--- src/design/grc_pkg.sv ---
// Shared types and constants for the grid raycast column block.
package grc_pkg;

	localparam int DEF_SCREEN_WIDTH  = 420;
	localparam int DEF_SCREEN_HEIGHT = 308;
	localparam int DEF_MAP_SIZE      = 16;

	localparam int CFG_IDX_W = 3;
	localparam int CFG_DAT_W = 12;

	typedef enum logic [CFG_IDX_W-1:0] {
		REG_PLAYER_X   = 3'd0,
		REG_PLAYER_Y   = 3'd1,
		REG_ANGLE      = 3'd2,
		REG_FOV        = 3'd3,
		REG_DEPTH      = 3'd4
	} cfg_reg_t;

	localparam logic        ACT_LOAD = 1'b0;
	localparam logic        ACT_CAST = 1'b1;

	typedef enum logic [3:0] {
		S_IDLE, S_ANG, S_ANG_MUL, S_SIN, S_SIN_DIV, S_COS, S_COS_DIV,
		S_XS, S_YS, S_MARCH, S_CEIL, S_CEIL_DIV, S_FIN
	} state_t;

	typedef struct packed {
		logic load_take;
		logic cast_take;
		logic ang_init;
		logic ang_quo;
		logic sin_init;
		logic cos_init;
		logic xs_init;
		logic div_step;
		logic march_init;
		logic march_step;
		logic ceil_init;
		logic out_load;
	} cmd_t;

	typedef struct packed {
		logic div_last;
		logic march_stop;
		logic out_busy;
	} sts_t;

endpackage

--- src/design/grc_ctrl.sv ---
// Sequencer for load and cast items.
module grc_ctrl import grc_pkg::*; (
	input  logic clk,
	input  logic arst_n,
	input  logic in_valid,
	input  logic action,
	output logic in_stall,
	input  sts_t sts,
	output cmd_t cmd
);

	state_t state_q, state_d;

	always_ff @(posedge clk or negedge arst_n) begin
		if (!arst_n) begin
			state_q <= S_IDLE;
		end else begin
			state_q <= state_d;
		end
	end

	always_comb begin
		state_d = state_q;
		case (state_q)
			S_IDLE: begin
				if (in_valid && action == ACT_CAST) state_d = S_ANG;
			end
			S_ANG:      state_d = S_ANG_MUL;
			S_ANG_MUL:  state_d = S_SIN;
			S_SIN:      state_d = S_SIN_DIV;
			S_SIN_DIV:  if (sts.div_last) state_d = S_COS;
			S_COS:      state_d = S_COS_DIV;
			S_COS_DIV:  if (sts.div_last) state_d = S_XS;
			S_XS:       state_d = S_YS;
			S_YS:       state_d = S_MARCH;
			S_MARCH:    if (sts.march_stop) state_d = S_CEIL;
			S_CEIL:     state_d = S_CEIL_DIV;
			S_CEIL_DIV: if (sts.div_last) state_d = S_FIN;
			S_FIN:      if (!sts.out_busy) state_d = S_IDLE;
			default:    state_d = S_IDLE;
		endcase
	end

	always_comb begin
		cmd = '0;
		in_stall = 1'b1;
		case (state_q)
			S_IDLE: begin
				in_stall = 1'b0;
				cmd.load_take = in_valid && action == ACT_LOAD;
				cmd.cast_take = in_valid && action == ACT_CAST;
			end
			S_ANG:     cmd.ang_init = 1'b1;
			S_ANG_MUL: cmd.ang_quo = 1'b1;
			S_SIN:     cmd.sin_init = 1'b1;
			S_COS:     cmd.cos_init = 1'b1;
			S_XS:      cmd.xs_init = 1'b1;
			S_YS:      cmd.march_init = 1'b1;
			S_SIN_DIV, S_COS_DIV, S_CEIL_DIV: cmd.div_step = 1'b1;
			S_MARCH: cmd.march_step = !sts.march_stop;
			S_CEIL: cmd.ceil_init = 1'b1;
			S_FIN:  cmd.out_load = !sts.out_busy;
			default: ;
		endcase
	end

endmodule

--- src/design/grc_dp.sv ---
// Datapath: config registers, wall map, shared divider, ray march, output register.
module grc_dp import grc_pkg::*; #(
	parameter int SCREEN_WIDTH  = DEF_SCREEN_WIDTH,
	parameter int SCREEN_HEIGHT = DEF_SCREEN_HEIGHT,
	parameter int MAP_SIZE      = DEF_MAP_SIZE
) (
	input  logic                 clk,
	input  logic                 arst_n,
	input  logic                 cfg_valid,
	input  logic [CFG_IDX_W-1:0] cfg_index,
	input  logic [CFG_DAT_W-1:0] cfg_data,
	input  logic [3:0]           row_index,
	input  logic [15:0]          row_walls,
	input  logic [8:0]           column,
	input  cmd_t                 cmd,
	output sts_t                 sts,
	input  logic                 out_stall,
	output logic                 out_valid,
	output logic [8:0]           column_out,
	output logic [7:0]           distance_steps,
	output logic                 wall_hit,
	output logic signed [12:0]   ceiling_row,
	output logic [11:0]          floor_row
);

	localparam int MW = (MAP_SIZE > 1) ? $clog2(MAP_SIZE) : 1;
	localparam int HW = $clog2(SCREEN_HEIGHT + 1);
	localparam int PW = HW + 8;
	localparam int NW = 22;
	localparam int RW = 24;
	// column*fov / SCREEN_WIDTH by reciprocal, exact for products below 2^21
	localparam int ASH = 21 + $clog2(SCREEN_WIDTH);
	localparam logic [63:0] ARECIP =
		((64'd1 << ASH) + 64'(SCREEN_WIDTH) - 64'd1) / 64'(SCREEN_WIDTH);

	// magnitude / 640 as {quotient, remainder}; 640 = 128 * 5, x/5 = (x*205) >> 10
	function automatic logic [14:0] split_640(input logic [14:0] m);
		logic [15:0] p;
		logic [4:0]  q;
		p = 16'(m[14:7]) * 16'd205;
		q = p[14:10];
		return {q, 10'(m - 15'(q) * 15'd640)};
	endfunction

	logic [11:0] px_q, py_q, pa_q, fov_q;
	logic [7:0]  depth_q;
	logic [15:0] map_q [MAP_SIZE];

	always_ff @(posedge clk or negedge arst_n) begin
		if (!arst_n) begin
			px_q    <= 12'd2048;
			py_q    <= 12'd2048;
			pa_q    <= 12'd3584;
			fov_q   <= 12'd512;
			depth_q <= 8'd160;
		end else if (cfg_valid) begin
			case (cfg_index)
				REG_PLAYER_X: px_q    <= cfg_data;
				REG_PLAYER_Y: py_q    <= cfg_data;
				REG_ANGLE:    pa_q    <= cfg_data;
				REG_FOV:      fov_q   <= cfg_data;
				REG_DEPTH:    depth_q <= cfg_data[7:0];
				default: ;
			endcase
		end
	end

	always_ff @(posedge clk) begin
		if (cmd.load_take && 32'(row_index) < MAP_SIZE) map_q[MW'(row_index)] <= row_walls;
	end

	// shared restoring divider
	logic [RW-1:0] dr_q, dd_q, rs;
	logic [NW-1:0] dn_q, dq_q;
	logic [4:0]    dc_q;
	logic          ge;

	assign rs = {dr_q[RW-2:0], dn_q[NW-1]};
	assign ge = rs >= dd_q;

	logic [8:0]  col_q;
	logic [20:0] prod_q;
	logic [44:0] aprod_c;
	logic [11:0] aq_q;
	logic [11:0] ang_q, ang_c, cang;
	logic [10:0] tq;
	logic [21:0] t_c;
	logic [20:0] prod_c;
	logic [14:0] smag_q, cmag_q, ysplit;
	logic        sneg_q, cneg_q, ceil_neg_q, hit_q;
	logic [4:0]  ax_q, ay_q;
	logic [9:0]  bx_q, by_q;
	logic [15:0] qx_q, qy_q;
	logic [10:0] rx_q, ry_q, rx_n, ry_n;
	logic [7:0]  k_q, ad;
	logic [PW-1:0] hprod;
	logic        wall;

	assign aprod_c = 45'(prod_q) * 45'(ARECIP[22:0]);
	assign ang_c  = pa_q - (fov_q >> 1) + aq_q;
	assign cang   = ang_q + 12'd1024;
	assign tq     = cmd.sin_init ? ang_c[10:0] : cang[10:0];
	assign t_c    = 22'(tq) * (22'd2048 - 22'(tq));
	assign prod_c = 21'(col_q) * 21'(fov_q);
	assign ysplit = split_640(cmag_q);
	assign ad     = (k_q < 8'd20) ? 8'd20 - k_q : k_q - 8'd20;
	assign hprod  = PW'(SCREEN_HEIGHT) * PW'(ad);
	assign rx_n   = rx_q + 11'(bx_q);
	assign ry_n   = ry_q + 11'(by_q);

	always_ff @(posedge clk) begin
		if (cmd.cast_take) col_q <= column;
		if (cmd.ang_init) prod_q <= prod_c;
		if (cmd.ang_quo) aq_q <= aprod_c[ASH +: 12];
		if (cmd.sin_init || cmd.cos_init) begin
			dr_q <= RW'(t_c) << 1;
			dd_q <= 24'd5242880 - RW'(t_c);
			dn_q <= '0;
			dq_q <= '0;
			dc_q <= 5'd15;
		end else if (cmd.ceil_init) begin
			dr_q <= '0;
			dd_q <= RW'({k_q, 1'b0});
			dn_q <= NW'(hprod) << (NW - PW);
			dq_q <= '0;
			dc_q <= 5'(PW);
		end else if (cmd.div_step) begin
			dr_q <= ge ? rs - dd_q : rs;
			dq_q <= {dq_q[NW-2:0], ge};
			dn_q <= dn_q << 1;
			dc_q <= dc_q - 5'd1;
		end
		if (cmd.sin_init) begin
			ang_q  <= ang_c;
			sneg_q <= ang_c[11];
		end
		if (cmd.cos_init) begin
			smag_q <= dq_q[14:0];
			cneg_q <= cang[11];
		end
		if (cmd.xs_init) begin
			cmag_q       <= dq_q[14:0];
			{ax_q, bx_q} <= split_640(smag_q);
		end
		if (cmd.march_init) begin
			{ay_q, by_q} <= ysplit;
		end
		if (cmd.ceil_init) begin
			ceil_neg_q <= k_q < 8'd20;
			hit_q      <= wall;
		end
	end

	// march position registers
	logic signed [15:0] offx, offy, posx, posy;
	logic [7:0] cx, cy;

	always_ff @(posedge clk) begin
		if (cmd.march_init) begin
			k_q  <= 8'd1;
			qx_q <= 16'(ax_q);
			rx_q <= 11'(bx_q);
			qy_q <= 16'(ysplit[14:10]);
			ry_q <= 11'(ysplit[9:0]);
		end else if (cmd.march_step) begin
			k_q  <= k_q + 8'd1;
			qx_q <= qx_q + 16'(ax_q) + 16'(rx_n >= 11'd640);
			rx_q <= (rx_n >= 11'd640) ? rx_n - 11'd640 : rx_n;
			qy_q <= qy_q + 16'(ay_q) + 16'(ry_n >= 11'd640);
			ry_q <= (ry_n >= 11'd640) ? ry_n - 11'd640 : ry_n;
		end
	end

	always_comb begin
		offx = sneg_q ? -$signed(qx_q) : $signed(qx_q);
		offy = cneg_q ? -$signed(qy_q) : $signed(qy_q);
		posx = $signed({4'd0, px_q}) + offx;
		posy = $signed({4'd0, py_q}) + offy;
		cx = posx[15:8];
		cy = posy[15:8];
		if (posx < 0 || posy < 0) wall = 1'b1;
		else if (32'(cx) >= MAP_SIZE || 32'(cy) >= MAP_SIZE) wall = 1'b1;
		else if (cx >= 8'd16) wall = 1'b0;
		else wall = map_q[MW'(cy)][cx[3:0]];
	end

	logic signed [22:0] ceil_v, floor_v;
	assign ceil_v  = ceil_neg_q ? -$signed({1'b0, dq_q}) : $signed({1'b0, dq_q});
	assign floor_v = 23'(SCREEN_HEIGHT) - ceil_v;

	logic out_valid_q;

	always_ff @(posedge clk or negedge arst_n) begin
		if (!arst_n) begin
			out_valid_q <= 1'b0;
		end else if (cmd.out_load) begin
			out_valid_q <= 1'b1;
		end else if (!out_stall) begin
			out_valid_q <= 1'b0;
		end
	end

	always_ff @(posedge clk) begin
		if (cmd.out_load) begin
			column_out     <= col_q;
			distance_steps <= k_q;
			wall_hit       <= hit_q;
			ceiling_row    <= ceil_v[12:0];
			floor_row      <= floor_v[11:0];
		end
	end

	assign out_valid      = out_valid_q;
	assign sts.div_last   = dc_q == 5'd1;
	assign sts.march_stop = wall || k_q >= depth_q;
	assign sts.out_busy   = out_valid_q && out_stall;

endmodule

--- src/design/grid_raycast_column_top.sv ---
// Per cast item, from input accept to out_valid: angle setup and multiply, sine divide,
// cosine divide, step setup, k march steps (k = 1..REG_DEPTH value), ceiling divide and
// output load; longer while the output is stalled. Throughput: one item in flight; a
// cast item finishes before the next item is taken, load items are taken while idle.
// Reset: arst_n resets control and configuration to defaults; the wall map is not cleared.
module grid_raycast_column_top import grc_pkg::*; #(
	parameter int SCREEN_WIDTH  = DEF_SCREEN_WIDTH,
	parameter int SCREEN_HEIGHT = DEF_SCREEN_HEIGHT,
	parameter int MAP_SIZE      = DEF_MAP_SIZE
) (
	input  logic                 clk,
	input  logic                 arst_n,
	input  logic                 cfg_valid,
	output logic                 cfg_ready,
	input  logic [CFG_IDX_W-1:0] cfg_index,
	input  logic [CFG_DAT_W-1:0] cfg_data,
	input  logic                 in_valid,
	output logic                 in_stall,
	input  logic                 action,
	input  logic [3:0]           row_index,
	input  logic [15:0]          row_walls,
	input  logic [8:0]           column,
	output logic                 out_valid,
	input  logic                 out_stall,
	output logic [8:0]           column_out,
	output logic [7:0]           distance_steps,
	output logic                 wall_hit,
	output logic signed [12:0]   ceiling_row,
	output logic [11:0]          floor_row
);

	cmd_t cmd;
	sts_t sts;

	assign cfg_ready = 1'b1;

	grc_ctrl u_ctrl (
		.clk      (clk),
		.arst_n   (arst_n),
		.in_valid (in_valid),
		.action   (action),
		.in_stall (in_stall),
		.sts      (sts),
		.cmd      (cmd)
	);

	grc_dp #(
		.SCREEN_WIDTH  (SCREEN_WIDTH),
		.SCREEN_HEIGHT (SCREEN_HEIGHT),
		.MAP_SIZE      (MAP_SIZE)
	) u_dp (
		.clk            (clk),
		.arst_n         (arst_n),
		.cfg_valid      (cfg_valid),
		.cfg_index      (cfg_index),
		.cfg_data       (cfg_data),
		.row_index      (row_index),
		.row_walls      (row_walls),
		.column         (column),
		.cmd            (cmd),
		.sts            (sts),
		.out_stall      (out_stall),
		.out_valid      (out_valid),
		.column_out     (column_out),
		.distance_steps (distance_steps),
		.wall_hit       (wall_hit),
		.ceiling_row    (ceiling_row),
		.floor_row      (floor_row)
	);

endmodule
--- config.mk ---
export PLATFORM = sky130hd
export DESIGN_NAME = grid_raycast_column_top
export DESIGN_NICKNAME = d
export VERILOG_FILES = /design/src/design/grc_pkg.sv /design/src/design/grc_ctrl.sv /design/src/design/grc_dp.sv /design/src/design/grid_raycast_column_top.sv
export SDC_FILE = /design/constraint.sdc
export NUM_CORES = 2
export LEC_CHECK = 0
export ABC_CLOCK_PERIOD_IN_PS = 14900
export BUFFER_PORTS_ARGS = -buffer_cell sky130_fd_sc_hd__buf_2
export CAP_MARGIN = 0
export CELL_PAD_IN_SITES_DETAIL_PLACEMENT = 1
export CELL_PAD_IN_SITES_GLOBAL_PLACEMENT = 2
export CORE_UTILIZATION = 40
export CTS_CLUSTER_DIAMETER = 150
export DETAILED_ROUTE_END_ITERATION = 16
export GPL_TIMING_DRIVEN = 0
export PLACE_DENSITY = 0.8
export SLEW_MARGIN = 10
export SYNTH_ARGS = -nofsm -noshare
export SYNTH_HDL_FRONTEND = slang
export SYNTH_SLANG_ARGS = --single-unit
--- constraint.sdc ---
create_clock -name clk -period 14.9 [get_ports clk]
set_input_delay 2.98 -clock clk [delete_from_list [all_inputs] [get_ports clk]]
set_output_delay 2.98 -clock clk [all_outputs]
set_load 0.05 [all_outputs]
# == After elaboration in Yosys (flattened, before gate mapping) ==
# Memory sizes are Yosys's and may differ from the RTL's.
# Cells that the tools add are included.
# word_totals
reg_bits,366
mem_bits_rw,256
input_bits,50
out_inout_bits,46
wordCells,189
n_memories,1
# mem_list
memory,words,word_bits,read_ports,rd_clocked_by_memory_dff,wr,line_no,source
u_dp.map_q,16,16,1,0,1,grc_dp.sv:47,logic [15:0] map_q [MAP_SIZE];
# op_classes
addsub,26
mul,8
magnitude_cmp,11
eq_ne,24
n_mux,53
n_bitwise,1
reduce_logical,23
# op_table
operator,count
23-bit two-way mux,4
4-bit case mux with 13 select lines,1
24-bit two-way mux,2
22-bit two-way mux,2
21-bit by 22-bit multiplier with 42-bit output (second input constant),1
10-bit two-way mux,4
11-bit two-way mux,3
13-bit by 16-bit adder with 16-bit output,2
16-bit by 1-bit adder with 16-bit output,2
16-bit by 5-bit adder with 16-bit output,2
16-bit by 1-bit less-than comparator with 1-bit output (second input constant),2
16-bit two-way mux,2
16-bit negator,2
8-bit by 8-bit multiplier with 15-bit output (second input constant),2
5-bit two-way mux,6
24-bit greater-or-equal comparator,1
8-bit by 5-bit greater-or-equal comparator with 1-bit output (second input constant),3
4-bit two-way mux,6
23-bit by 22-bit subtractor with 24-bit output (first input constant),1
23-bit subtractor,1
11-bit by 10-bit adder with 11-bit output,2
11-bit by 10-bit greater-or-equal comparator with 1-bit output (second input constant),2
11-bit by 22-bit multiplier with 22-bit output,1
11-bit by 10-bit subtractor with 11-bit output (second input constant),2
44 further kinds,90

# == Longest topological paths before layout ==
# An unclocked memory read counts as a cell.
# logic_depth
depth_word,14
mapped_depth,40

# == Cells and area by module ==
# Synthesis repeated with hierarchy kept, for this count alone.
# hier_totals
cells_unflattened,4037
area_unflattened_um2,45496.1
# by_module_without_submodules
module,instances,cells_per_inst,area_each_um2,seq_area_each_um2
grc_dp,1,3986,45108.3,17511.8
grc_ctrl,1,49,376.6,100.1
grid_raycast_column_top,1,2,11.3,0.0

# == Worst setup path before layout ==
# OpenSTA, ideal clock, no wires.
# synth_timing
kind,reg-to-reg
start,register u_dp.aq_q[1]
end,"register u_dp.dd_q[20], data pin"
setup_ns,0.265
arrival_ns,8.755
required_ns,14.635
slack_ns,5.880
stages_incl_launch_ff,41
path_buffers,2
cell_sequence,edfxtp_1 > inv_1 > fa_1 > inv_1 > ha_1 > a21o_1 > a21oi_1 > o21bai_1 > a21oi_1 > nor2b_1 > o21a_1 > o21ai_0 > nand2b_1 > a21oi_1 > xnor2_1 > mux2i_1 > clkbuf_1 > inv_1 > (+5 left out) > inv_1 > fa_1 > fa_1 > inv_1 > fa_1 > inv_1 > ha_1 > or2_2 > a21oi_1 > a31oi_1 > a211o_1 > a21oi_1 > xnor2_1 > inv_1 > nor3b_1 > and3_1 > xor2_1 > nor2_1
# synth_via
elab_chain_len,6
# synth_lines
item,line_no,source
from (decl),grc_dp.sv:84,logic [11:0] aq_q;
from (signal assigned),grc_dp.sv:114,if (cmd.ang_quo) aq_q <= aprod_c[ASH +: 12];
12-bit adder (*),grc_dp.sv:100,assign ang_c = pa_q - (fov_q >> 1) + aq_q;
net u_dp.ang_c[9],grc_dp.sv:85,"logic [11:0] ang_q, ang_c, cang;"
11-bit two-way mux (*),grc_dp.sv:102,assign tq = cmd.sin_init ? ang_c[10:0] : cang[10:0];
12-bit by 11-bit subtractor with 13-bit output,grc_dp.sv:103,assign t_c = 22'(tq) * (22'd2048 - 22'(tq));
11-bit by 22-bit multiplier with 22-bit output (*),grc_dp.sv:103,
23-bit by 22-bit subtractor with 24-bit output (*),grc_dp.sv:117,dd_q <= 24'd5242880 - RW'(t_c);
24-bit two-way mux (*),grc_dp.sv:115,if (cmd.sin_init || cmd.cos_init) begin
to (signal assigned),grc_dp.sv:117,
to (signal assigned),grc_dp.sv:123,"dd_q <= RW'({k_q, 1'b0});"
to (decl),grc_dp.sv:73,"logic [RW-1:0] dr_q, dd_q, rs;"
# The timed path passes the listed nets; every way through them passes the cells marked *.
# A chain may end at the register's enable or synchronous reset.

# == Worst setup path in the final report ==
# Same ends and word-level chain as after synthesis.

==> reports/results.ini <==
[setup_path]
crit_fanout = 10
endpoint_kind = register
ff2ff_path_depth = 39
crit_slowest_cell = a21oi_1
reg2reg_setup_slack_ns = 4.30
worstSetupStartpointType = register
startpoint = u_dp.aq_q[1]
cpPeakStageDelay_ns = 0.82
r2r-start = u_dp.aq_q[1]
arrival_ns = 10.98
crit_type = register to register
required_ns = 15.28
r2r_end = u_dp.dd_q[20]

[cells_and_area]
final_common_cell = inv_1
final_nets = 5213
syn_to_final_growth_pct = 11.73
fin_util = 0.4535
drive_gt1_frac = 0.09056
layout_common_cells = inv_1 (635), ha_1 (514), edfxtp_1 (490), nand2_1 (373), fa_1 (301)
fin_cells = 5898

[clock_network]
cts.sinks = 619
cts_tree = yes
cts_buffers = 72
post_cts_resized = 0
htree_levels = 3
clk_latency_ns = 0.68
clk_root_buffer_cell = clkbuf_16
clkTransAtPathRegs_ns = 0.06
hold_buffers = 0
clock_path_buffers = 3
cts_setup_buffers = 0

[route]
drt_first_pass_iters = 5
ant_nets = 0
initialDrtViolationCount = 1619
vias = 31180
vias_per_cell = 5.287
wl_um = 120300
wl_per_cell_um = 20.40
drc = 0

[grt]
antenna_found_initial = 12
grt_usage = 0.2143
overflow = 0
grt_max_degree = 58
first_global_vias = 33950
grt_pass1_wl_um = 191900

[placement]
gp_congestion = 0.8140
portBuffers = 94
hpwl_um = 93370
dp.cells = 5762

[floorplanning]
fp.dieW_um = 338.3
start_util = 0.4059
pin_count = 96
die_y_um = 338.3
core_area_um2 = 111400
dieArea_um2 = 114400
rows = 122

[synth]
syn_avg_cell_area_um2 = 10.90
syn_inst = 4149
synth-seq-area-share = 0.3894
ys_warn_count = 0
synth_area_um2 = 45230
synth-seq-cells = 619
synth_cell_types = 88
ys.flop_type = edfxtp_1
async_reset_ff_frac = 0.09855
synth_edf_count = 490

[hold_path]
hold_end = u_dp.wall_hit
hold_start = u_dp.hit_q
holdPathStages = 0
hold_path.class = register to register

[sta]
fmax_mhz = 94.30
hold_violations = 0
worstMarginPinSlew_ns = 1.206
finalCriticalPeriod_ns = 10.60
setup_viol = 0
relSlewSlack = 0.1932
maxSlewViolCount = 0
skew_ns = 0.05006
rsz0062_at_grt = false
fin_setup_tns_ns = 0
period_share = 0.7117

[outcome]
status = finished clean

[flow_run]
drv_cap = 0

[synth_stat cells, types with 48 or more instances]
cell	n	area, um2
fa_1	301	6026
nand2_1	374	1404
nand3_1	71	355.3
xor2_1	53	464.2
xnor2_1	148	1296
edfxtp_1	490	14710
mux2i_1	110	1101
dfrtp_1	53	1326
nor2_1	195	732.0
o21ai_0	122	610.6
inv_1	635	2384
ha_1	514	6431
and3_1	54	337.8
nand2b_1	48	300.3
and2_1	56	350.3
mux2_2	54	608.1
a21oi_1	157	785.8
dfxtp_1	68	1361
clkbuf_1	101	379.1
nor3_1	58	290.3
[logic make-up after synthesis]
group                      synth area share
buffers and inverters               0.06509
other                             0.0001660
adders and majority gates            0.2754
and+or+nand+nor                      0.1077
xor gates and xnor gates            0.03928
muxes                               0.04401
DFF                                  0.3894
AOI/OAI and AO/OA                   0.07895
[worst max-delay path, delay by kind of cell, from the launching register on]
family / cells / cell delay, ns
AND/OR/NAND/NOR: 7 / 1.41
buffers and inverters: 8 / 1.03
flip-flops: 1 / 0.34
XOR/XNOR: 3 / 0.47
AO/OA/AOI/OAI: 12 / 2.84
adder cells (fa/ha/maj): 9 / 4.18
[registers in the layout, indices dropped and copies added, names as in the netlist, 10 cells and up]
signal            count
u_dp.dq_q            15
u_dp.cmag_q          15
u_dp.fov_q           12
u_dp.aq_q            12
u_dp.rx_q            11
u_dp.ang_q           11
u_dp.px_q            12
u_dp.qx_q            16
u_dp.bx_q            10
u_dp.ceiling_row     12
u_dp.dn_q            15
u_dp.floor_row       12
u_dp.ry_q            11
u_dp.prod_q          21
u_dp.dd_q            23
u_dp.qy_q            16
u_dp.pa_q            12
u_dp.py_q            12
u_dp.by_q            10
u_dp.dr_q            23
u_dp.map_q          256
u_dp.smag_q          15
[worst max path at each step]
stage,end,cells past startpoint
CTS,u_dp.dd_q[20],40
global route,u_dp.dd_q[20],39
global placement,u_dp.dd_q[20],39
floorplan,u_dp.dd_q[20],40
detailed placement,u_dp.dd_q[20],40
finish,u_dp.dd_q[20],39
[routing by layer]
layer  wire length, um  global-route usage
met2             57470              0.3586
met1             54250              0.2878
met3              5296             0.02791
met4              3247             0.06712
met5                48                   0
[metrics by stage]
stage                     instance area, um2  setup slack [ns]  hold slack [ns]
after global placement                 47600             4.399           0.4006
after detailed placement               48050             4.315           0.4056
after floorplan                        45260             5.880           0.4003
after CTS                              50520             4.246           0.4185
final                                  50540             4.296           0.4218
after global routing                   50530             3.545           0.4312
[cell type report]
cell class,instances,area [um2]
well taps,1488,1862
repair buffers,116,795.8
multi-input cells,2767,24840
inverters,637,2391
clock inverters,50,618.1
flip-flops and latches,619,17610
clock buffers,82,1849
plain buffers,135,556.8
fillers,12100,60890
diodes,4,10.01
Power is left out: the tool's default activity adds up to more than one toggle a clock period on the data nets, which glitch-free logic cannot reach.
